### config.mk
export PLATFORM = sky130hd
export DESIGN_NAME = i2c_register_access_master
export DESIGN_NICKNAME = d
export VERILOG_FILES = /design/src/sv/i2crm_pkg.sv /design/src/sv/i2crm_fsm.sv /design/src/sv/i2c_register_access_master.sv
export SDC_FILE = /design/constraint.sdc
export NUM_CORES = 1
export LEC_CHECK = 0
export BUFFER_PORTS_ARGS = -buffer_cell sky130_fd_sc_hd__clkbuf_2
export CAP_MARGIN = 30
export CELL_PAD_IN_SITES_DETAIL_PLACEMENT = 0
export CELL_PAD_IN_SITES_GLOBAL_PLACEMENT = 1
export CORE_ASPECT_RATIO = 0.75
export CORE_MARGIN = 2
export CORE_UTILIZATION = 45
export CTS_CLUSTER_SIZE = 24
export DETAILED_ROUTE_END_ITERATION = 7
export GPL_TIMING_DRIVEN = 0
export PLACE_DENSITY_LB_ADDON = 0.1
export SYNTH_ARGS = -nofsm -noshare
export SYNTH_HDL_FRONTEND = slang
export SYNTH_SLANG_ARGS = --single-unit
### constraint.sdc
create_clock -name clk -period 3.16 [get_ports clk]
set_input_delay 0.316 -clock clk [delete_from_list [all_inputs] [get_ports clk]]
set_output_delay 0.316 -clock clk [all_outputs]
set_load 0.02 [all_outputs]
### src/sv/i2crm_pkg.sv
// ----------------------------------------------------------------------------
// i2crm_pkg
// Shared types, command codes and the byte program of the register access
// I2C master.
// ----------------------------------------------------------------------------
package i2crm_pkg;

  // Command codes carried in the action field.
  localparam logic [1:0] ACT_TICK  = 2'd0;
  localparam logic [1:0] ACT_WRITE = 2'd1;
  localparam logic [1:0] ACT_READ  = 2'd2;

  // Configuration register indexes.
  localparam logic CFG_DEVICE_ADDRESS = 1'b0;
  localparam logic CFG_ACK_WAIT_LIMIT = 1'b1;

  // Register widths and reset values.
  localparam int unsigned DEV_ADDR_W = 7;
  localparam int unsigned BYTE_W     = 8;
  localparam logic [DEV_ADDR_W-1:0] DEVICE_ADDRESS_RST = '0;
  localparam logic [BYTE_W-1:0]     ACK_WAIT_LIMIT_RST = 8'd250;

  // Stream widths, padded to whole bytes.
  localparam int unsigned IN_TDATA_W  = 24;
  localparam int unsigned OUT_TDATA_W = 16;

  // One bus tick as taken from the input stream.
  typedef struct packed {
    logic              sda_sample;
    logic [BYTE_W-1:0] write_byte;
    logic [BYTE_W-1:0] reg_address;
    logic [1:0]        action;
  } item_t;

  // One result of a tick.
  typedef struct packed {
    logic              ack_missing;
    logic [BYTE_W-1:0] read_byte;
    logic              done_res;
    logic              busy_res;
    logic              sda_level;
    logic              scl_level;
  } result_t;

  // Byte-level operations of a transaction.
  typedef enum logic [2:0] {
    OP_START,
    OP_TX_ADW,
    OP_TX_REG,
    OP_TX_DAT,
    OP_TX_ADR,
    OP_RX,
    OP_STOP
  } op_t;

  // Operation sequence for a register write and for a register read.
  function automatic op_t program_op(input logic is_read, input logic [2:0] stage);
    op_t op;
    op = OP_STOP;
    case ({is_read, stage})
      4'b0_000: op = OP_START;
      4'b0_001: op = OP_TX_ADW;
      4'b0_010: op = OP_TX_REG;
      4'b0_011: op = OP_TX_DAT;
      4'b1_000: op = OP_START;
      4'b1_001: op = OP_TX_ADW;
      4'b1_010: op = OP_TX_REG;
      4'b1_011: op = OP_START;
      4'b1_100: op = OP_TX_ADR;
      4'b1_101: op = OP_RX;
      default:  op = OP_STOP;
    endcase
    return op;
  endfunction

endpackage

### src/sv/i2crm_fsm.sv
// ----------------------------------------------------------------------------
// i2crm_fsm
// Bus sequencer: advances the I2C transaction by one half-phase tick per step
// and gives the line drive and status of that tick.
// ----------------------------------------------------------------------------
module i2crm_fsm (
  input  logic                                clk,
  input  logic                                rst,
  input  logic                                step,
  input  i2crm_pkg::item_t                    item,
  input  logic [i2crm_pkg::DEV_ADDR_W-1:0]    device_address,
  input  logic [i2crm_pkg::BYTE_W-1:0]        ack_wait_limit,
  output i2crm_pkg::result_t                  res
);

  typedef enum logic [4:0] {
    PH_IDLE,
    PH_START_HI,
    PH_START_LO,
    PH_BIT_LO,
    PH_BIT_SET,
    PH_BIT_HI,
    PH_REL_LO,
    PH_REL_SDA,
    PH_ACK_WAIT,
    PH_ACK_END,
    PH_RX_LO0,
    PH_RX_REL,
    PH_RX_HI,
    PH_RX_LO,
    PH_NACK_SDA,
    PH_NACK_HI,
    PH_NACK_LO,
    PH_STOP_LO,
    PH_STOP_SCL
  } phase_t;

  phase_t                       phase, phase_next;
  logic [2:0]                   stage, stage_next;
  logic [3:0]                   bit_counter, bit_counter_next;
  logic [i2crm_pkg::BYTE_W-1:0] shift_out, shift_out_next;
  logic [i2crm_pkg::BYTE_W-1:0] shift_in, shift_in_next;
  logic [i2crm_pkg::BYTE_W-1:0] ack_wait_count, ack_wait_count_next;
  logic                         is_read, is_read_next;
  logic [i2crm_pkg::BYTE_W-1:0] held_register, held_register_next;
  logic [i2crm_pkg::BYTE_W-1:0] held_data, held_data_next;
  logic                         ack_fail, ack_fail_next;
  logic [i2crm_pkg::BYTE_W-1:0] last_read, last_read_next;
  logic                         scl_drv, scl_drv_next;
  logic                         sda_drv, sda_drv_next;
  logic                         busy, done;
  logic                         do_enter;
  logic [2:0]                   enter_stage;

  // Next state of one tick, followed by entry into a new byte operation.
  always_comb begin
    phase_next          = phase;
    stage_next          = stage;
    bit_counter_next    = bit_counter;
    shift_out_next      = shift_out;
    shift_in_next       = shift_in;
    ack_wait_count_next = ack_wait_count;
    is_read_next        = is_read;
    held_register_next  = held_register;
    held_data_next      = held_data;
    ack_fail_next       = ack_fail;
    last_read_next      = last_read;
    scl_drv_next        = scl_drv;
    sda_drv_next        = sda_drv;
    busy                = 1'b1;
    done                = 1'b0;
    do_enter            = 1'b0;
    enter_stage         = stage;

    case (phase)
      PH_IDLE: begin
        if (item.action == i2crm_pkg::ACT_WRITE || item.action == i2crm_pkg::ACT_READ) begin
          is_read_next       = (item.action == i2crm_pkg::ACT_READ);
          held_register_next = item.reg_address;
          held_data_next     = item.write_byte;
          ack_fail_next      = 1'b0;
          do_enter           = 1'b1;
          enter_stage        = 3'd0;
        end else begin
          busy         = 1'b0;
          scl_drv_next = 1'b1;
          sda_drv_next = 1'b1;
        end
      end
      PH_START_HI: begin
        phase_next   = PH_START_LO;
        scl_drv_next = 1'b1;
        sda_drv_next = 1'b0;
      end
      PH_START_LO: begin
        do_enter    = 1'b1;
        enter_stage = stage + 3'd1;
      end
      PH_BIT_LO: begin
        phase_next   = PH_BIT_SET;
        scl_drv_next = 1'b0;
        sda_drv_next = shift_out[i2crm_pkg::BYTE_W-1];
      end
      PH_BIT_SET: begin
        phase_next   = PH_BIT_HI;
        scl_drv_next = 1'b1;
      end
      PH_BIT_HI: begin
        shift_out_next   = {shift_out[i2crm_pkg::BYTE_W-2:0], 1'b0};
        bit_counter_next = bit_counter + 4'd1;
        phase_next       = (bit_counter_next >= 4'd8) ? PH_REL_LO : PH_BIT_LO;
        scl_drv_next     = 1'b0;
      end
      PH_REL_LO: begin
        phase_next   = PH_REL_SDA;
        scl_drv_next = 1'b0;
        sda_drv_next = 1'b1;
      end
      PH_REL_SDA: begin
        ack_wait_count_next = '0;
        phase_next          = PH_ACK_WAIT;
        scl_drv_next        = 1'b1;
        sda_drv_next        = 1'b1;
      end
      // Clock held high until the slave pulls SDA low or the wait runs out.
      PH_ACK_WAIT: begin
        if (!item.sda_sample) begin
          phase_next   = PH_ACK_END;
          scl_drv_next = 1'b0;
          sda_drv_next = 1'b1;
        end else if (ack_wait_count < ack_wait_limit) begin
          ack_wait_count_next = ack_wait_count + 8'd1;
          scl_drv_next        = 1'b1;
          sda_drv_next        = 1'b1;
        end else begin
          ack_fail_next = 1'b1;
          phase_next    = PH_ACK_END;
          scl_drv_next  = 1'b0;
          sda_drv_next  = 1'b1;
        end
      end
      PH_ACK_END: begin
        do_enter    = 1'b1;
        enter_stage = stage + 3'd1;
      end
      PH_RX_LO0: begin
        phase_next   = PH_RX_REL;
        scl_drv_next = 1'b0;
        sda_drv_next = 1'b1;
      end
      PH_RX_REL: begin
        phase_next   = PH_RX_HI;
        scl_drv_next = 1'b1;
        sda_drv_next = 1'b1;
      end
      PH_RX_HI: begin
        shift_in_next    = {shift_in[i2crm_pkg::BYTE_W-2:0], item.sda_sample};
        bit_counter_next = bit_counter + 4'd1;
        phase_next       = PH_RX_LO;
        scl_drv_next     = 1'b0;
        sda_drv_next     = 1'b1;
      end
      PH_RX_LO: begin
        if (bit_counter >= 4'd8) begin
          last_read_next = shift_in;
          phase_next     = PH_NACK_SDA;
          scl_drv_next   = 1'b0;
          sda_drv_next   = 1'b1;
        end else begin
          phase_next   = PH_RX_HI;
          scl_drv_next = 1'b1;
          sda_drv_next = 1'b1;
        end
      end
      // The received byte is answered with SDA released.
      PH_NACK_SDA: begin
        phase_next   = PH_NACK_HI;
        scl_drv_next = 1'b1;
        sda_drv_next = 1'b1;
      end
      PH_NACK_HI: begin
        phase_next   = PH_NACK_LO;
        scl_drv_next = 1'b0;
        sda_drv_next = 1'b1;
      end
      PH_NACK_LO: begin
        do_enter    = 1'b1;
        enter_stage = stage + 3'd1;
      end
      PH_STOP_LO: begin
        phase_next   = PH_STOP_SCL;
        scl_drv_next = 1'b1;
        sda_drv_next = 1'b0;
      end
      PH_STOP_SCL: begin
        scl_drv_next = 1'b1;
        sda_drv_next = 1'b1;
        done         = 1'b1;
        phase_next   = PH_IDLE;
      end
      default: begin
        phase_next   = PH_IDLE;
        busy         = 1'b0;
        scl_drv_next = 1'b1;
        sda_drv_next = 1'b1;
      end
    endcase

    // Entry into the next operation of the transaction program.
    if (do_enter) begin
      stage_next = enter_stage;
      case (i2crm_pkg::program_op(is_read_next, enter_stage))
        i2crm_pkg::OP_START: begin
          phase_next   = PH_START_HI;
          scl_drv_next = 1'b1;
          sda_drv_next = 1'b1;
        end
        i2crm_pkg::OP_TX_ADW: begin
          shift_out_next   = {device_address, 1'b0};
          bit_counter_next = '0;
          phase_next       = PH_BIT_LO;
          scl_drv_next     = 1'b0;
        end
        i2crm_pkg::OP_TX_REG: begin
          shift_out_next   = held_register_next;
          bit_counter_next = '0;
          phase_next       = PH_BIT_LO;
          scl_drv_next     = 1'b0;
        end
        i2crm_pkg::OP_TX_DAT: begin
          shift_out_next   = held_data_next;
          bit_counter_next = '0;
          phase_next       = PH_BIT_LO;
          scl_drv_next     = 1'b0;
        end
        i2crm_pkg::OP_TX_ADR: begin
          shift_out_next   = {device_address, 1'b1};
          bit_counter_next = '0;
          phase_next       = PH_BIT_LO;
          scl_drv_next     = 1'b0;
        end
        i2crm_pkg::OP_RX: begin
          shift_in_next    = '0;
          bit_counter_next = '0;
          phase_next       = PH_RX_LO0;
          scl_drv_next     = 1'b0;
        end
        default: begin
          phase_next   = PH_STOP_LO;
          scl_drv_next = 1'b0;
          sda_drv_next = 1'b0;
        end
      endcase
    end
  end

  // Result of the tick being stepped.
  always_comb begin
    res.scl_level   = scl_drv_next;
    res.sda_level   = sda_drv_next;
    res.busy_res    = busy;
    res.done_res    = done;
    res.read_byte   = last_read_next;
    res.ack_missing = ack_fail_next;
  end

  // Sequencer state, updated once per stepped tick.
  always_ff @(posedge clk) begin
    if (rst) begin
      phase          <= PH_IDLE;
      stage          <= '0;
      bit_counter    <= '0;
      shift_out      <= '0;
      shift_in       <= '0;
      ack_wait_count <= '0;
      is_read        <= 1'b0;
      held_register  <= '0;
      held_data      <= '0;
      ack_fail       <= 1'b0;
      last_read      <= '0;
      scl_drv        <= 1'b1;
      sda_drv        <= 1'b1;
    end else if (step) begin
      phase          <= phase_next;
      stage          <= stage_next;
      bit_counter    <= bit_counter_next;
      shift_out      <= shift_out_next;
      shift_in       <= shift_in_next;
      ack_wait_count <= ack_wait_count_next;
      is_read        <= is_read_next;
      held_register  <= held_register_next;
      held_data      <= held_data_next;
      ack_fail       <= ack_fail_next;
      last_read      <= last_read_next;
      scl_drv        <= scl_drv_next;
      sda_drv        <= sda_drv_next;
    end
  end

`ifndef SYNTHESIS
  // A stop completes by returning to idle with both lines released.
  assert property (@(posedge clk) disable iff (rst)
    step && phase == PH_STOP_SCL |=> phase == PH_IDLE && scl_drv && sda_drv)
    else $error("stop did not return to idle with lines released");

  // The bit counter never runs past one byte.
  assert property (@(posedge clk) disable iff (rst) bit_counter <= 4'd8)
    else $error("bit counter beyond eight");

  // A start from idle clears the missing-acknowledge flag.
  assert property (@(posedge clk) disable iff (rst)
    step && phase == PH_IDLE && busy |=> !ack_fail && phase == PH_START_HI)
    else $error("transaction start did not clear flag or enter start");

  // Done is reported only inside a transaction.
  assert property (@(posedge clk) disable iff (rst) done |-> busy && phase == PH_STOP_SCL)
    else $error("done outside the stop phase");
`endif

endmodule

### src/sv/i2c_register_access_master.sv
// ----------------------------------------------------------------------------
// i2c_register_access_master
// Path: an accepted tick is held in the input register, takes one step of the
// bus sequencer, and its result is held in the output register for the stream.
// Throughput: one tick per cycle while the result stream is not stalled.
// Reset: synchronous rst returns the sequencer to idle with both lines
// released, empties both stream registers and restores register defaults.
// ----------------------------------------------------------------------------
module i2c_register_access_master (
  input  logic                                 clk,
  input  logic                                 rst,
  // Configuration write port.
  input  logic                                 cfg_we,
  input  logic                                 cfg_index,
  input  logic [i2crm_pkg::BYTE_W-1:0]         cfg_data,
  // Tick stream in.
  input  logic                                 s_tvalid,
  output logic                                 s_tready,
  // action[1:0], reg_address[9:2], write_byte[17:10], sda_sample[18], zero fill
  input  logic [i2crm_pkg::IN_TDATA_W-1:0]     s_tdata,
  // Result stream out.
  output logic                                 m_tvalid,
  input  logic                                 m_tready,
  // scl_level[0], sda_level[1], busy_res[2], read_byte[10:3], ack_missing[11],
  // zero fill
  output logic [i2crm_pkg::OUT_TDATA_W-1:0]    m_tdata,
  // done_res: final tick of a transaction
  output logic                                 m_tlast
);

  logic                               in_valid;
  i2crm_pkg::item_t                   in_item;
  logic                               advance;
  logic [i2crm_pkg::DEV_ADDR_W-1:0]   device_address;
  logic [i2crm_pkg::BYTE_W-1:0]       ack_wait_limit;
  i2crm_pkg::result_t                 step_res;
  logic                               out_valid;
  i2crm_pkg::result_t                 out_res;

  // The held tick steps whenever the output register is free or draining.
  assign advance  = in_valid && (!out_valid || m_tready);
  assign s_tready = !in_valid || advance;

  // Configuration registers.
  always_ff @(posedge clk) begin
    if (rst) begin
      device_address <= i2crm_pkg::DEVICE_ADDRESS_RST;
      ack_wait_limit <= i2crm_pkg::ACK_WAIT_LIMIT_RST;
    end else if (cfg_we) begin
      case (cfg_index)
        i2crm_pkg::CFG_DEVICE_ADDRESS: device_address <= cfg_data[i2crm_pkg::DEV_ADDR_W-1:0];
        i2crm_pkg::CFG_ACK_WAIT_LIMIT: ack_wait_limit <= cfg_data;
        default: ;
      endcase
    end
  end

  // Input register.
  always_ff @(posedge clk) begin
    if (rst) begin
      in_valid <= 1'b0;
    end else if (s_tvalid && s_tready) begin
      in_valid <= 1'b1;
    end else if (advance) begin
      in_valid <= 1'b0;
    end
  end

  always_ff @(posedge clk) begin
    if (s_tvalid && s_tready) begin
      in_item.action      <= s_tdata[1:0];
      in_item.reg_address <= s_tdata[9:2];
      in_item.write_byte  <= s_tdata[17:10];
      in_item.sda_sample  <= s_tdata[18];
    end
  end

  // Bus sequencer.
  i2crm_fsm u_fsm (
    .clk            (clk),
    .rst            (rst),
    .step           (advance),
    .item           (in_item),
    .device_address (device_address),
    .ack_wait_limit (ack_wait_limit),
    .res            (step_res)
  );

  // Output register.
  always_ff @(posedge clk) begin
    if (rst) begin
      out_valid <= 1'b0;
    end else if (advance) begin
      out_valid <= 1'b1;
    end else if (m_tready) begin
      out_valid <= 1'b0;
    end
  end

  always_ff @(posedge clk) begin
    if (advance) begin
      out_res <= step_res;
    end
  end

  assign m_tvalid = out_valid;
  assign m_tlast  = out_res.done_res;
  assign m_tdata  = {4'b0000, out_res.ack_missing, out_res.read_byte,
                     out_res.busy_res, out_res.sda_level, out_res.scl_level};

endmodule
Word-level counts from Yosys, hierarchy flattened
Memory sizes are Yosys's and may differ from the RTL's.
Cells that the tools add are included.
{"block": "totals", "out_inout_bits": 19, "register_bits": 113, "elab_cells": 143, "mem_bits_ro": 48, "input_bits": 38, "memories": 1}
{"block": "classes", "n_eq_ne": 29, "muxes": 53, "order_cmp": 3, "bitwise_logic": 1, "addsub": 3, "reduce_logical": 26}
{"name": "(name not given)", "depth": 16, "word_bits": 3, "read_ports": 1, "rd_ports_with_merged_regs": 0, "wr": 0, "line": "i2crm_pkg.sv:60", "text": "case ({is_read, stage})"}
{"op": "8-bit 2-to-1 mux", "n": 13}
{"op": "5-bit case mux with 15 select lines", "n": 1}
{"op": "5-bit by 4-bit == test with 1-bit output (second input constant)", "n": 8}
{"op": "8-bit case mux with 4 select lines", "n": 1}
{"op": "5-bit by 3-bit == test with 1-bit output (second input constant)", "n": 4}
{"op": "1-bit 2-to-1 mux", "n": 19}
{"op": "18-bit OR reduction", "n": 1}
{"op": "8-bit case mux with 2 select lines", "n": 1}
{"op": "5-bit == test (second input constant)", "n": 3}
{"op": "5-bit 2-to-1 mux", "n": 3}
{"op": "5-bit case mux with 3 select lines", "n": 1}
{"op": "4-bit 2-to-1 mux", "n": 3}
{"op": "5-bit by 2-bit == test with 1-bit output (second input constant)", "n": 2}
{"op": "5-bit OR reduction", "n": 2}
{"op": "3-bit 2-to-1 mux", "n": 3}
{"op": "8-bit by 1-bit adder with 8-bit output (second input constant)", "n": 1}
{"op": "4-bit greater-or-equal comparator (second input constant)", "n": 2}
{"op": "8-bit less-than comparator", "n": 1}
{"op": "1-bit case mux with 2 select lines", "n": 4}
{"op": "4-bit OR reduction", "n": 2}
{"op": "3-bit by 2-bit == test with 1-bit output (second input constant)", "n": 2}
{"op": "3-bit == test (second input constant)", "n": 2}
{"op": "3-bit case mux with 2 select lines", "n": 1}
{"op": "2-bit AND reduction", "n": 3}
{"op": "other kinds (24)", "n": 32}

Depth between registers and ports, before layout
Gate-level depths: netlist of run 1.
An unclocked memory read counts as a cell.
{"block": "depth", "depth_word": 10, "ltp_mapped": 12, "mapped_depth_nobuf": 10}

Cells and area by module
Synthesis of run 1 repeated with hierarchy kept, for this count alone.
{"block": "hier_totals", "cells_unflattened": 621, "area_unflattened_um2": 5815.6}
{"module": "i2crm_fsm", "n_inst": 1, "cells_each": 515, "area_each_um2": 4103.9, "seq_area_each_um2": 1261.2}
{"module": "i2c_register_access_master", "n_inst": 1, "cells_each": 106, "area_each_um2": 1711.6, "seq_area_each_um2": 1301.2}

Worst setup path before layout of run 1
OpenSTA, ideal clock, no wires.
{"block": "synth_timing", "path_kind": "reg2reg", "start": "register in_item[1] (netlist name)", "end": "register u_fsm.shift_out[1] (netlist name)", "required_time_ps": 3037, "arrival_ps": 2275, "n_path_buf": 2, "setup_ps": 123, "period_less_slack_ps": 2398, "stages_incl_launch_ff": 12, "setup_slack_ps": 762, "path_cell_list": "edfxtp_1 -> ha_1 -> nand2b_1 -> a211oi_1 -> o21ai_0 -> and2_1 -> buf_6 -> a22o_1 -> or3_1 -> buf_4 -> o21ai_1 -> nor2_1"}
{"block": "synth_between", "elab_chain_len": 9, "word_cells_on_any_way": 21, "classes_between": "eq/ne: 6; mux: 13; reduce/logical: 1; memory: 1"}
{"element": "from (decl)", "line": "i2c_register_access_master.sv:32", "text": "i2crm_pkg::item_t in_item;"}
{"element": "2-bit by 1-bit == test with 1-bit output or 2-bit == test (tied branches)", "line": "i2crm_fsm.sv:77, i2crm_fsm.sv:78"}
{"element": "1-bit logical OR", "line": "i2crm_fsm.sv:77", "text": "if (item.action == i2crm_pkg::ACT_WRITE || item.action == i2crm_pkg::ACT_READ) begin"}
{"element": "3-bit 2-to-1 mux or 1-bit 2-to-1 mux (tied branches)", "line": "i2crm_fsm.sv:77"}
{"element": "3-bit case mux with 2 select lines or 1-bit 2-to-1 mux (tied branches)", "line": "i2crm_fsm.sv:75", "text": "case (phase)"}
{"element": "memory read 16 x 3 bit"}
{"element": "3-bit 2-to-1 mux", "line": "i2crm_fsm.sv:210", "text": "if (do_enter) begin"}
{"element": "3-bit == test, or another cell as far along", "line": "i2crm_fsm.sv:212", "text": "case (i2crm_pkg::program_op(is_read_next, enter_stage))"}
{"element": "8-bit case mux with 4 select lines", "line": "i2crm_fsm.sv:212"}
{"element": "8-bit 2-to-1 mux (*)", "line": "i2crm_fsm.sv:210"}
{"element": "to (signal assigned)", "line": "i2crm_fsm.sv:287", "text": "shift_out <= shift_out_next;"}
{"element": "to (decl)", "line": "i2crm_fsm.sv:41", "text": "logic [i2crm_pkg::BYTE_W-1:0] shift_out, shift_out_next;"}
Every way passes the cells marked *; elsewhere a longest branch is shown, timed or not. The select of a mux whose other input is x is not followed.
A chain may end at the register's enable or synchronous reset.

Worst setup path after layout of run 1
{"block": "layout_timing", "start": "register u_fsm.phase[4]", "end": "register u_fsm.shift_in[6] (netlist name)"}
{"block": "layout_between", "elab_chain_len": 8, "word_cells_on_any_way": 15, "classes_between": "eq/ne: 5; mux: 7; reduce/logical: 2; memory: 1"}
{"element": "from (decl)", "line": "i2crm_fsm.sv:38", "text": "phase_t phase, phase_next;"}
{"element": "from (signal assigned)", "line": "i2crm_fsm.sv:284", "text": "phase <= phase_next;"}
{"element": "5-bit by 2-bit == test with 1-bit output, or another cell as far along", "line": "i2crm_fsm.sv:75"}
{"element": "3-bit OR reduction (no source line)"}
{"element": "3-bit case mux with 2 select lines", "line": "i2crm_fsm.sv:75"}
{"element": "memory read 16 x 3 bit"}
{"element": "3-bit 2-to-1 mux", "line": "i2crm_fsm.sv:210"}
{"element": "3-bit == test", "line": "i2crm_fsm.sv:212"}
{"element": "8-bit 2-to-1 mux", "line": "i2crm_fsm.sv:212"}
{"element": "8-bit 2-to-1 mux (*)", "line": "i2crm_fsm.sv:210"}
{"element": "to (signal assigned)", "line": "i2crm_fsm.sv:288", "text": "shift_in <= shift_in_next;"}
{"element": "to (decl)", "line": "i2crm_fsm.sv:42", "text": "logic [i2crm_pkg::BYTE_W-1:0] shift_in, shift_in_next;"}
Marks and branches as above.

==> tab_implementation.tex, run 1 <==
\begin{tabular}{lr}
\hline
Metric & Value \\
\hline
\multicolumn{2}{l}{\textbf{Run status}} \\
\quad Outcome & complete, no violations \\
\multicolumn{2}{l}{\textbf{Timing}} \\
\quad Fin Clk Skew & 0.0116 ns \\
\quad Setup repair after global routing missed its margin & no \\
\quad Total count of max-transition violations in the final report & 0 \\
\quad Final period utilization & 94.9\% \\
\quad Summed negative setup slack over all endpoints & 0 ns \\
\quad Min Tclk post-route & 3.00 ns \\
\quad Max Clk Rate & 0.334 GHz \\
\quad Measured slew at the worst slew-check pin & 1.11 ns \\
\quad Final hold violation count & 0 \\
\quad Relative slew slack & 25.5\% \\
\quad Count of final setup violators & 0 \\
\multicolumn{2}{l}{\textbf{Critical path}} \\
\quad Startpoint class of the critical path & flop \\
\quad Cell with the most instances on the worst path & nor3\_1 \\
\quad Delay of the slowest cell on the worst path & 0.42 ns \\
\quad Crit path DAT & 3.24 ns \\
\quad Data required time at the worst endpoint & 3.41 ns \\
\quad Crit. End Element & flop \\
\quad Worst r2r src & u\_fsm.phase[4] \\
\quad Crit Path Class & reg -> reg \\
\quad Ordered list of cells on the worst path & buf\_2 > nor3\_1 > nand3b\_1 > nand3\_1 > o21ai\_0 > nor3\_1 > a2bb2o\_1 > a21oi\_2 > a22o\_1 \\
\quad Largest fanout on the critical path & 10 \\
\quad Startpoint of the most critical setup path & u\_fsm.phase[4] \\
\quad Crit-path slowest cell & nor3\_1 \\
\multicolumn{2}{l}{\textbf{Cells and area}} \\
\quad Layout cells sized above 1 & 16.3\% \\
\quad Design Area, Final & 6350 sq um \\
\quad Layout area overhead & 15.0\% \\
\quad Number of cells in the finished layout apart from fillers & 836 \\
\quad Post-route core utilization & 52.4\% \\
\quad Diodes inserted & 0 \\
\quad Net count reported at finish & 715 \\
\quad Filler Cells Inserted & 1144 \\
\multicolumn{2}{l}{\textbf{CTS}} \\
\quad Bufs on Longest Clock Path & 2 \\
\quad Clock Sinks & 112 \\
\quad Number of buffers created by CTS & 9 \\
\quad CTS root buffer & clkbuf\_16 \\
\quad Maximum level of the CTS H-tree & 3 \\
\quad Clock slew seen by the registers of the worst setup and hold paths & 0.07 ns \\
\quad Clock network latency to the later pin of the worst-skew pair & 0.36 ns \\
\quad Hold buffer count at cts & 0 \\
\quad CTS tree & yes \\
\multicolumn{2}{l}{\textbf{Floorplan}} \\
\quad Initial core utilization & 45.5\% \\
\quad Floorplan die height & 99.9 um \\
\quad Core area & 12100 sq um \\
\quad Width of the die & 132 um \\
\quad Core Rows & 35 \\
\quad Die area & 13200 sq um \\
\quad IO Count & 57 \\
\multicolumn{2}{l}{\textbf{Placed design}} \\
\quad Post-Place Cell Area & 5990 sq um \\
\quad IO buf count & 46 \\
\quad Final weighted congestion in routability-driven placement & 0.913 \\
\quad Detailed-placement wirelength estimate & 10200 um \\
\quad Placed cell count & 819 \\
\multicolumn{2}{l}{\textbf{Global route}} \\
\quad Number of antenna violations at the first check in global routing & 0 \\
\quad Number of global-route vias before repair & 4385 \\
\quad Largest net degree at the start of global routing & 21 \\
\quad Global-route wire length before repair & 22700 um \\
\quad GRT Overall Usage & 21.8\% \\
\quad Overflow left after global routing & 0 \\
\multicolumn{2}{l}{\textbf{Drt}} \\
\quad Detailed-route vias per instance & 5.54 \\
\quad Post-route antenna net violation count & 0 \\
\quad DR WL/cell & 16.6 um \\
\quad Drt pass-1 iters & 5 \\
\quad Total via count in the routed design & 4633 \\
\quad Total wire length after detailed routing & 13900 um \\
\quad Post-route DRC violation count & 0 \\
\quad Violation count after the first detailed-routing iteration & 417 \\
\multicolumn{2}{l}{\textbf{Logic synthesis}} \\
\quad Count of state elements after synthesis & 112 \\
\quad Share of the synthesized area in the top cell type & 29.0\% \\
\quad Part of the Yosys area used for sequential elements & 46.4\% \\
\quad Share of flip-flops with an asynchronous set or reset after synthesis & 0\% \\
\quad Area contributors post-synth & dfxtp\_1 (29\%), edfxtp\_1 (17\%), nand2\_1 (4.8\%) \\
\quad Number of enable-type register cells in the synthesized netlist & 32 \\
\quad Post-Syn Area per Cell & 9.17 sq um \\
\quad Yosys warning total & 0 \\
\quad Area of the mapped netlist & 5520 sq um \\
\quad Synth Instances & 602 \\
\quad Yosys cell types & 71 \\
\quad Main flop type after synthesis & dfxtp\_1 \\
\quad Cell taking the most area after synthesis & dfxtp\_1 \\
\multicolumn{2}{l}{\textbf{Pwr}} \\
\quad Post-layout total power & 4.12 mW \\
\quad Worst VDD drop & 0.000359 V \\
\quad Pwr per Cell Area & 649 nW/um\^{}2 \\
\quad Leakage power & 2.52 nW \\
\multicolumn{2}{l}{\textbf{Job}} \\
\quad Max-capacitance violation count & 0 \\
\multicolumn{2}{l}{\textbf{Worst hold path}} \\
\quad Class of the worst hold path & in -> reg \\
\quad Launch point of the worst hold path & s\_tdata[2] \\
\hline
\end{tabular}
[area by class of cell]
cell class | count | area [sq um] | share of cell area, %
clock inverters | 6 | 118 | 1.85
flip-flops and latches | 112 | 2560 | 40.3
well taps | 166 | 208 | 3.27
repair buffers | 49 | 258 | 4.06
multi-input cells | 434 | 2710 | 42.7
clock buffers | 10 | 229 | 3.61
inverters | 20 | 75.1 | 1.18
plain buffers | 39 | 188 | 2.96
[final timing paths]
kind,to,slack [ns],depth (start not counted)
worst min-delay path,in_item[2],0.13,1
worst max register to register,u_fsm.shift_in[6],0.16,9
worst min register to register,u_fsm.held_data[6],0.45,2
worst max-delay path,u_fsm.shift_in[6],0.16,9
[stage by stage]
stage	setup slack, ns	hold WS, ns
global route	0.0656	0.117
detailed placement	0.137	0.443
floorplan	0.762	0.415
global placement	0.188	0.437
finish	0.162	0.131
CTS	0.114	0.123
[layout by cell type (no fill, tap or decap), types with 10 or more instances in the layout]
master,n
dfxtp_1,80
nand2_1,71
nor2_1,65
clkbuf_2,46
a21oi_1,44
nor3_1,32
edfxtp_1,32
clkbuf_1,24
inv_1,20
nor2b_1,19
o21ai_0,19
ha_1,12
a211oi_1,11
nand3_1,10
[synth_stat cells, drive strengths merged, types with 9 or more instances]
cell,number
a211oi,11
a21oi,46
a221oi,9
a22o,9
buf,16
clkbuf,23
dfxtp,80
edfxtp,32
ha,12
inv,20
nand2,71
nand3,10
nor2,68
nor2b,19
nor3,32
o21ai,26
[per-layer routing]
layer / track usage (%) / wire length [um] / vias to the layer above
li1: - / - / 2273
met5: 0 / 0 / -
met1: 31.5 / 6800 / 2193
met3: 5.15 / 915 / 14
met2: 32.4 / 5990 / 153
met4: 6.52 / 163 / 0
[report_power, final]
part | internal [mW] | switching [mW]
combinational | 0.442 | 0.718
clock | 0.783 | 0.541
sequential | 1.58 | 0.0604
[sequential cells by signal (all words and copies together), names as in the netlist, 3 cells and up]
register	cells
u_fsm.shift_in	8
u_fsm.shift_out	8
m_tdata	12
u_fsm.bit_counter	4
ack_wait_limit	8
u_fsm.held_data	8
u_fsm.held_register	8
in_item	19
u_fsm.ack_wait_count	8
u_fsm.stage	3
device_address	7
u_fsm.last_read	8
u_fsm.phase	5
[timing repair]
action / CTS / global route
setup buffers: 0 / 1
resized for setup: 0 / 2
endpoints found under the setup margin: 0 / 12
[worst max-delay path, delay by kind of cell (launching register included)]
family	cells	cell delay, ns
compound gates	4	0.97
simple gates	4	1.44
flops	1	0.31
buf+inv	1	0.18
[cell families (layout without fill, tap and decap cells)]
kind of cell | after synthesis | after routing | synth area share [%]
AO/OA/AOI/OAI | 140 | 140 | 17.4
multiplexers | 21 | 21 | 5.64
adder cells (fa/ha/maj) | 12 | 12 | 2.72
other | 1 | 4 | 0.0679
XOR/XNOR | 8 | 8 | 1.27
buffers and inverters | 59 | 124 | 4.76
flip-flops | 112 | 112 | 46.4
AND/OR/NAND/NOR | 249 | 249 | 21.8
No activity file was read; power rests on OpenSTA's default activity.
==> run 2, diff against run 1 <==
- SETUP_SLACK_MARGIN: unset -> 0.4
==> run 2 against run 1 <==
Net effect: worst setup slack improved by 0.29 ns; design area up 2.0%; largest cell class unchanged; combinational power up 9%; global-route usage about the same; largest power group unchanged; clock skew shrank 0.0012 ns; power grew 2.5%; cell count increased by 0.24%; clock power hardly changed; hold slack gained 0.0013 ns; core utilization rose by 1.1 points; wire length up 1.2%; first-iteration DRC count is 19% lower.
==> tab_implementation.tex, run 2 (synthesis gave the netlist of run 1 again) <==
\begin{tabular}{lr}
\hline
Metric & Value \\
\hline
\multicolumn{2}{l}{\textbf{Run status}} \\
\quad Outcome & complete, no violations \\
\multicolumn{2}{l}{\textbf{Critical path}} \\
\quad Crit Path Class & reg -> reg \\
\quad Worst reg-to-reg setup slack & 0.46 ns (+0.29 ns) \\
\quad Crit path DAT & 2.93 ns (-0.31 ns) \\
\quad Worst r2r src & u\_fsm.phase[2] \\
\quad Data required time at the worst endpoint & 3.39 ns (-0.02 ns) \\
\quad End of the worst register-to-register path & u\_fsm.shift\_out[7] \\
\quad Crit. End Element & flop \\
\quad Largest fanout on the critical path & 10 (unchanged) \\
\quad Cells on worst reg2reg path & 8 (-1) \\
\quad Delay of the slowest cell on the worst path & 0.54 ns (+0.12 ns) \\
\quad Ordered list of cells on the worst path & clkbuf\_4 > inv\_1 > a22oi\_4 > mux2i\_4 > buf\_6 > mux4\_2 > a221oi\_1 > nor4\_2 \\
\quad Startpoint class of the critical path & flop \\
\quad Crit-path slowest cell & mux4\_2 \\
\multicolumn{2}{l}{\textbf{Placed design}} \\
\quad Post-Place Cell Area & 5990 sq um (unchanged) \\
\quad Final weighted congestion in routability-driven placement & 0.913 (unchanged) \\
\quad Detailed-placement wirelength estimate & 10200 um (unchanged) \\
\quad IO buf count & 46 (unchanged) \\
\quad Placed cell count & 819 (unchanged) \\
\quad Worst slack after detailed placement & 0.137 ns (unchanged) \\
\multicolumn{2}{l}{\textbf{Drt}} \\
\quad Drt pass-1 iters & 5 (unchanged) \\
\quad Post-route antenna net violation count & 0 (unchanged) \\
\quad Violation count after the first detailed-routing iteration & 336 (-19\%) \\
\quad DR WL/cell & 16.7 um (+0.92\%) \\
\quad Highest routed layer & met4 \\
\quad Met3 wirelength from detailed routing & 988 um (+8.0\%) \\
\quad Total via count in the routed design & 4668 (+0.76\%) \\
\quad Detailed-route vias per instance & 5.57 (+0.51\%) \\
\quad Met2 WL post-DR & 6130 um (+2.2\%) \\
\quad Post-route DRC violation count & 0 (unchanged) \\
\quad Routed met1 length & 6770 um (-0.34\%) \\
\quad Total wire length after detailed routing & 14000 um (+1.2\%) \\
\multicolumn{2}{l}{\textbf{CTS}} \\
\quad Clock Sinks & 112 (unchanged) \\
\quad Bufs on Longest Clock Path & 2 (unchanged) \\
\quad Maximum level of the CTS H-tree & 3 (unchanged) \\
\quad CTS root buffer & clkbuf\_16 \\
\quad Number of buffers created by CTS & 9 (unchanged) \\
\quad Hold buffer count at cts & 0 (unchanged) \\
\quad Clock slew seen by the registers of the worst setup and hold paths & 0.08 ns (about the same) \\
\quad CTS tree & yes \\
\quad Clock network latency to the later pin of the worst-skew pair & 0.36 ns (about the same) \\
\multicolumn{2}{l}{\textbf{Floorplan}} \\
\quad IO Count & 57 (unchanged) \\
\quad Initial core utilization & 45.5\% (unchanged) \\
\quad Core area & 12100 sq um (unchanged) \\
\quad Floorplan die height & 99.9 um (unchanged) \\
\quad Die area & 13200 sq um (unchanged) \\
\quad Core Rows & 35 (unchanged) \\
\quad Width of the die & 132 um (unchanged) \\
\multicolumn{2}{l}{\textbf{Cells and area}} \\
\quad Layout area overhead & 17.3\% \\
\quad Design Area, Final & 6480 sq um (+2.0\%) \\
\quad Number of flip-flops in the largest register & 19 (unchanged) \\
\quad Largest Register & in\_item \\
\quad Most frequent standard cell in the layout excluding fill and tap cells & dfxtp\_1 \\
\quad Leading cell types in the layout, fill and taps excluded & dfxtp\_1 (80), nand2\_1 (71), nor2\_1 (63) \\
\quad Layout cells sized above 1 & 18.8\% (+2.5 points) \\
\quad Net count reported at finish & 717 (+0.28\%) \\
\quad Diodes inserted & 0 (unchanged) \\
\quad Number of cells in the finished layout apart from fillers & 838 (+0.24\%) \\
\multicolumn{2}{l}{\textbf{Global route}} \\
\quad GRT Overall Usage & 21.8\% (+0.044 points) \\
\quad Number of global-route vias before repair & 4388 (+0.068\%) \\
\quad Number of antenna violations at the first check in global routing & 0 (unchanged) \\
\quad Overflow left after global routing & 0 (unchanged) \\
\quad Global-route wire length before repair & 22700 um (+0.21\%) \\
\quad Largest net degree at the start of global routing & 21 (unchanged) \\
\multicolumn{2}{l}{\textbf{Worst hold path}} \\
\quad Cell count of the worst hold path & 1 (unchanged) \\
\quad Worst Hold Endpoint & in\_item[2] \\
\quad Class of the worst hold path & in -> reg \\
\quad Launch point of the worst hold path & s\_tdata[2] \\
\multicolumn{2}{l}{\textbf{Pwr}} \\
\quad Pwr per Cell Area & 652 nW/um\^{}2 (+0.46\%) \\
\quad Leakage power & 2.55 nW (+1.6\%) \\
\quad Worst VDD drop & 0.000342 V (-4.7\%) \\
\multicolumn{2}{l}{\textbf{Timing}} \\
\quad Final hold violation count & 0 (unchanged) \\
\quad Fin Clk Skew & 0.0104 ns (-0.00117 ns) \\
\quad Relative slew slack & 30.4\% (+4.8 points) \\
\quad Max Clk Rate & 0.370 GHz (+11\%) \\
\quad Setup repair after global routing missed its margin & yes \\
\quad Min Tclk post-route & 2.70 ns (-0.293 ns) \\
\quad Measured slew at the worst slew-check pin & 1.03 ns (-0.0718 ns) \\
\quad Final period utilization & 85.6\% (-9.3 points) \\
\quad Count of final setup violators & 0 (unchanged) \\
\quad Summed negative setup slack over all endpoints & 0 ns (unchanged) \\
\quad Total count of max-transition violations in the final report & 0 (unchanged) \\
\quad Post-route setup slack & 0.455 ns (+0.293 ns) \\
\multicolumn{2}{l}{\textbf{Job}} \\
\quad Max-capacitance violation count & 0 (unchanged) \\
\hline
\end{tabular}
-- run 2: layout make-up --
class	count	area, sq um
Tap cell	166	208
Fill cell	1122	5650
Multi-Input combinational cell	434	2810
Clock buffer	10	229
Clock inverter	6	118
Buffer	39	201
Sequential cell	112	2560
Inverter	20	75.1
Timing Repair Buffer	51	273
-- run 2: metrics by stage --
stage	total power [mW]	hold WS, ns	utilization (%)
after floorplan	2.49	0.415	-
after global placement	2.77	0.437	49.2
after detailed placement	2.80	0.443	49.4
after CTS	4.15	0.123	52.5
after global routing	4.42	0.117	53.4
final	4.23	0.132	53.4
-- run 2: how the worst max path moves through the flow --
| stage | endpoint | startpoint | slack, ns | cells past startpoint |
|---|---|---|---|---|
| floorplan | u_fsm.shift_out[1] | in_item[1] | 0.76 | 11 |
| global placement | u_fsm.held_data[1] | u_fsm.phase[4] | 0.19 | 8 |
| detailed placement | u_fsm.held_data[2] | u_fsm.phase[4] | 0.14 | 8 |
| CTS | u_fsm.shift_out[7] | u_fsm.phase[2] | 0.41 | 8 |
| global route | u_fsm.shift_out[7] | u_fsm.phase[2] | 0.31 | 11 |
| finish | u_fsm.shift_out[7] | u_fsm.phase[2] | 0.46 | 8 |
-- run 2: timing repair --
action	4_1_cts	5_1_grt
endpoints found under the hold margin	0	0
pin swaps	1	1
setup endpoints to repair	32	43
buffers inserted	1	2
resized for setup	8	27
-- run 2: critical path: cells and delay by family (launching register included) --
kind / cells / cell delay [ns]
multiplexers: 2 / 0.86
AO/OA/AOI/OAI: 2 / 0.66
buffers and inverters: 3 / 0.57
flip-flops: 1 / 0.39
AND/OR/NAND/NOR: 1 / 0.08
-- run 2: power by group --
| group | switching [mW] | internal (mW) |
|---|---|---|
| sequential | 0.0636 | 1.58 |
| clock | 0.543 | 0.783 |
| combinational | 0.765 | 0.493 |
| total | 1.37 | 2.86 |
-- run 2: per-layer routing --
metal  global-route usage, %  vias to the layer above
li1                        -                     2277
met1                    31.6                     2229
met2                    32.4                      152
met3                    5.15                       10
met4                    6.52                        0
met5                       0                        -
==> run 3, diff against run 2 <==
- CORE_UTILIZATION: 45 -> 46
- GPL_ROUTABILITY_DRIVEN: unset -> 1
- REMOVE_ABC_BUFFERS: unset -> 1
- SYNTH_HIERARCHICAL: unset -> 1
==> run 3 against run 2 <==
Net effect: global-route usage down 1.7 points; sequential power about the same; critical endpoint is now u_fsm/shift_out[2]; cell count down 2.6%; core utilization down 0.82 points; critical path type unchanged; hold slack worse by 0.0022 ns.
==> tab_implementation.tex, run 3 <==
\begin{tabular}{lr}
\hline
Metric & Value \\
\hline
\multicolumn{2}{l}{\textbf{Run status}} \\
\quad Outcome & complete, no violations \\
\multicolumn{2}{l}{\textbf{Timing}} \\
\quad Fin Clk Skew & 0.00723 ns (-0.00316 ns) \\
\quad Count of final setup violators & 0 (unchanged) \\
\quad Setup repair after global routing missed its margin & yes \\
\quad Final hold violation count & 0 (unchanged) \\
\quad Measured slew at the worst slew-check pin & 0.893 ns (-0.141 ns) \\
\quad Final period utilization & 85.1\% (-0.49 points) \\
\quad Total count of max-transition violations in the final report & 0 (unchanged) \\
\quad Min Tclk post-route & 2.69 ns (-0.0153 ns) \\
\quad Summed negative setup slack over all endpoints & 0 ns (unchanged) \\
\quad Max Clk Rate & 0.372 GHz (+0.57\%) \\
\quad Relative slew slack & 40.4\% (+10 points) \\
\multicolumn{2}{l}{\textbf{Drt}} \\
\quad Post-route DRC violation count & 0 (unchanged) \\
\quad Drt pass-1 iters & 5 (unchanged) \\
\quad Total wire length after detailed routing & 12900 um (-8.3\%) \\
\quad DR WL/cell & 15.8 um (-5.9\%) \\
\quad Total via count in the routed design & 4599 (-1.5\%) \\
\quad Post-route antenna net violation count & 0 (unchanged) \\
\quad Violation count after the first detailed-routing iteration & 337 (+0.30\%) \\
\quad Detailed-route vias per instance & 5.64 (+1.2\%) \\
\multicolumn{2}{l}{\textbf{Floorplan}} \\
\quad Core Rows & 35 (unchanged) \\
\quad Core area & 12300 sq um (+1.4\%) \\
\quad Initial core utilization & 47.3\% (+1.7 points) \\
\quad IO Count & 57 (unchanged) \\
\quad Die area & 13600 sq um (+2.9\%) \\
\quad Floorplan die height & 101 um (+1.4\%) \\
\quad Width of the die & 134 um (+1.5\%) \\
\multicolumn{2}{l}{\textbf{CTS}} \\
\quad Clock slew seen by the registers of the worst setup and hold paths & 0.08 ns (about the same) \\
\quad Clock Sinks & 112 (unchanged) \\
\quad Hold buffer count at cts & 0 (unchanged) \\
\quad CTS root buffer & clkbuf\_16 \\
\quad CTS tree & yes \\
\quad Clock network latency to the later pin of the worst-skew pair & 0.35 ns (about the same) \\
\quad Maximum level of the CTS H-tree & 3 (unchanged) \\
\quad Number of buffers created by CTS & 9 (unchanged) \\
\quad Bufs on Longest Clock Path & 2 (unchanged) \\
\multicolumn{2}{l}{\textbf{Cells and area}} \\
\quad Layout area overhead & 11.3\% \\
\quad Most frequent standard cell in the layout excluding fill and tap cells & dfxtp\_1 \\
\quad Layout cells sized above 1 & 18.8\% (+0.019 points) \\
\quad Leading cell types in the layout, fill and taps excluded & dfxtp\_1 (74), nand2\_1 (53), a21oi\_1 (52) \\
\quad Net count reported at finish & 695 (-3.1\%) \\
\quad Diodes inserted & 0 (unchanged) \\
\quad Number of flip-flops in the largest register & 19 (unchanged) \\
\quad Largest Register & in\_item \\
\multicolumn{2}{l}{\textbf{Pwr}} \\
\quad Sw Share & 31.6\% (-0.83 points) \\
\quad Switching power total & 1.11 mW (-19\%) \\
\quad Internal power contribution & 2.41 mW (-16\%) \\
\quad Register share of total power & 46.8\% (+7.9 points) \\
\quad Clock network fraction of total power & 31.3\% (about the same) \\
\quad Part of the power in combinational logic & 21.9\% (-7.9 points) \\
\quad Post-layout total power & 3.52 mW (-17\%) \\
\quad Pwr per Cell Area & 544 nW/um\^{}2 (-17\%) \\
\quad Leakage power & 2.38 nW (-6.7\%) \\
\quad Worst VDD drop & 0.000304 V (-11\%) \\
\multicolumn{2}{l}{\textbf{Logic synthesis}} \\
\quad Most frequent cells after synthesis & dfxtp\_1 (80), nand2\_1 (55), nor2\_1 (54) \\
\quad Post-Syn Area per Cell & 9.36 sq um (+2.1\%) \\
\quad Number of enable-type register cells in the synthesized netlist & 32 (unchanged) \\
\quad Area of the mapped netlist & 5820 sq um (+5.3\%) \\
\quad Synth Instances & 621 (+3.2\%) \\
\quad Area contributors post-synth & dfxtp\_1 (28\%), edfxtp\_1 (17\%), mux2i\_1 (5.3\%) \\
\quad Most frequent cell after synthesis & dfxtp\_1 \\
\quad Share of the synthesized area in the top cell type & 27.5\% (-1.5 points) \\
\quad Main flop type after synthesis & dfxtp\_1 \\
\quad Yosys warning total & 6 (+6) \\
\quad Share of flip-flops with an asynchronous set or reset after synthesis & 0\% (unchanged) \\
\quad Cell taking the most area after synthesis & dfxtp\_1 \\
\quad Count of state elements after synthesis & 112 (unchanged) \\
\quad Part of the Yosys area used for sequential elements & 44.1\% (-2.3 points) \\
\quad Yosys cell types & 67 (-5.6\%) \\
\multicolumn{2}{l}{\textbf{Job}} \\
\quad Max-capacitance violation count & 0 (unchanged) \\
\multicolumn{2}{l}{\textbf{Global route}} \\
\quad GRT Overall Usage & 20.1\% (-1.7 points) \\
\quad Number of antenna violations at the first check in global routing & 0 (unchanged) \\
\quad Number of global-route vias before repair & 4218 (-3.9\%) \\
\quad Global-route wire length before repair & 21700 um (-4.4\%) \\
\quad Largest net degree at the start of global routing & 83 (+300\%) \\
\quad Overflow left after global routing & 0 (unchanged) \\
\multicolumn{2}{l}{\textbf{Worst hold path}} \\
\quad Class of the worst hold path & in -> reg \\
\multicolumn{2}{l}{\textbf{Critical path}} \\
\quad Data required time at the worst endpoint & 3.39 ns (about the same) \\
\quad Crit-path slowest cell & or3\_1 \\
\quad Crit. End Element & flop \\
\quad Largest fanout on the critical path & 7 (-3) \\
\quad Delay of the slowest cell on the worst path & 0.48 ns (-0.06 ns) \\
\quad Crit Path Class & reg -> reg \\
\quad Startpoint class of the critical path & flop \\
\quad Crit path DAT & 2.92 ns (about the same) \\
\quad Ordered list of cells on the worst path & ha\_1 > or3\_1 > o211ai\_1 > mux2i\_1 > a22oi\_2 > o211ai\_4 > a31oi\_4 > a221oi\_2 \\
\multicolumn{2}{l}{\textbf{Placed design}} \\
\quad Final weighted congestion in routability-driven placement & 0.862 (-5.6\%) \\
\quad IO buf count & 47 (+2.2\%) \\
\quad Detailed-placement wirelength estimate & 8820 um (-13\%) \\
\hline
\end{tabular}
-- run 3: changes by cell type after synthesis, sizes merged, moves of 8 or more --
cell    before  now
a22oi        1   13
nor3        32   13
nand2b       8   16
nor2        68   55
nor2b       19    6
inv         20   28
nand2       71   56
mux2i        6   31
-- run 3: power by group through the flow --
stage	clock (mW)	combinational [mW]	sequential, mW
after floorplan	0	0.507	1.67
after global placement	0	0.696	1.67
after detailed placement	0	0.718	1.68
after CTS	1.13	0.740	1.65
after global routing	1.20	0.842	1.66
final	1.10	0.773	1.65
-- run 3: cell families (layout without fill, tap and decap cells) --
kind of cell             count (synthesis)  count (layout)  synth area share, %
AND/OR/NAND/NOR                        213             213                 18.9
AO/OA/AOI/OAI                          161             161                 19.9
flip-flops                             112             112                 44.1
buffers and inverters                   72              98                 5.94
multiplexers                            40              40                 7.08
adder cells (fa/ha/maj)                 13              13                 2.75
XOR/XNOR                                 9               9                 1.36
other                                    1               4               0.0645
-- run 3: stage by stage --
stage | setup slack (ns) | util, % | hold WS, ns | cell area (sq um) | instances
2_1_floorplan | -0.0498 | - | 0.381 | 5590 | 581
3_3_place_gp | -0.931 | 49.0 | 0.441 | 6030 | 794
3_5_place_dp | -0.382 | 49.5 | 0.446 | 6090 | 797
4_1_cts | 0.395 | 52.2 | 0.122 | 6420 | 814
5_1_grt | 0.398 | 52.6 | 0.117 | 6470 | 816
6_report | 0.471 | 52.6 | 0.130 | 6470 | 816
-- run 3: worst paths after layout --
kind                           start  depth (start not counted)  slack, ns                  to
setup / recovery          in_item[1]                          8       0.47  u_fsm/shift_out[2]
hold / removal           s_tdata[17]                          1       0.13         in_item[17]
setup reg to reg          in_item[1]                          8       0.47  u_fsm/shift_out[2]
hold reg to reg   u_fsm/held_data[1]                          2       0.46  u_fsm/held_data[1]
-- run 3: worst max-delay path: cells and delay by family, from the launching register on --
family                     cells  cell delay [ns]
DFF                            1             0.38
adders and majority gates      1             0.40
and+or+nand+nor                1             0.48
muxes                          1             0.14
AOI/OAI and AO/OA              5             1.17
-- run 3: layout make-up --
type	instances	area, sq um
clock buffers	9	225
inverters	29	109
flip-flops and latches	112	2570
well taps	166	208
repair buffers	53	307
clock inverters	7	62.6
fillers	1137	5830
multi-input cells	440	2990
-- run 3: layer usage --
layer	GRT usage [%]	wire [um]	vias to the layer above
met3	3.45	595	15
met4	5.48	150	0
met5	0	0	-
li1	-	-	2300
met1	31.3	6760	2183
met2	28.3	5360	101
-- run 3: repair_timing --
item                                    in CTS  in global routing
setup buffers                                1                  2
pin swaps                                    2                  2
gates resized for setup                     15                 11
endpoints found under the setup margin      28                 22
endpoints found under the hold margin        0                  0
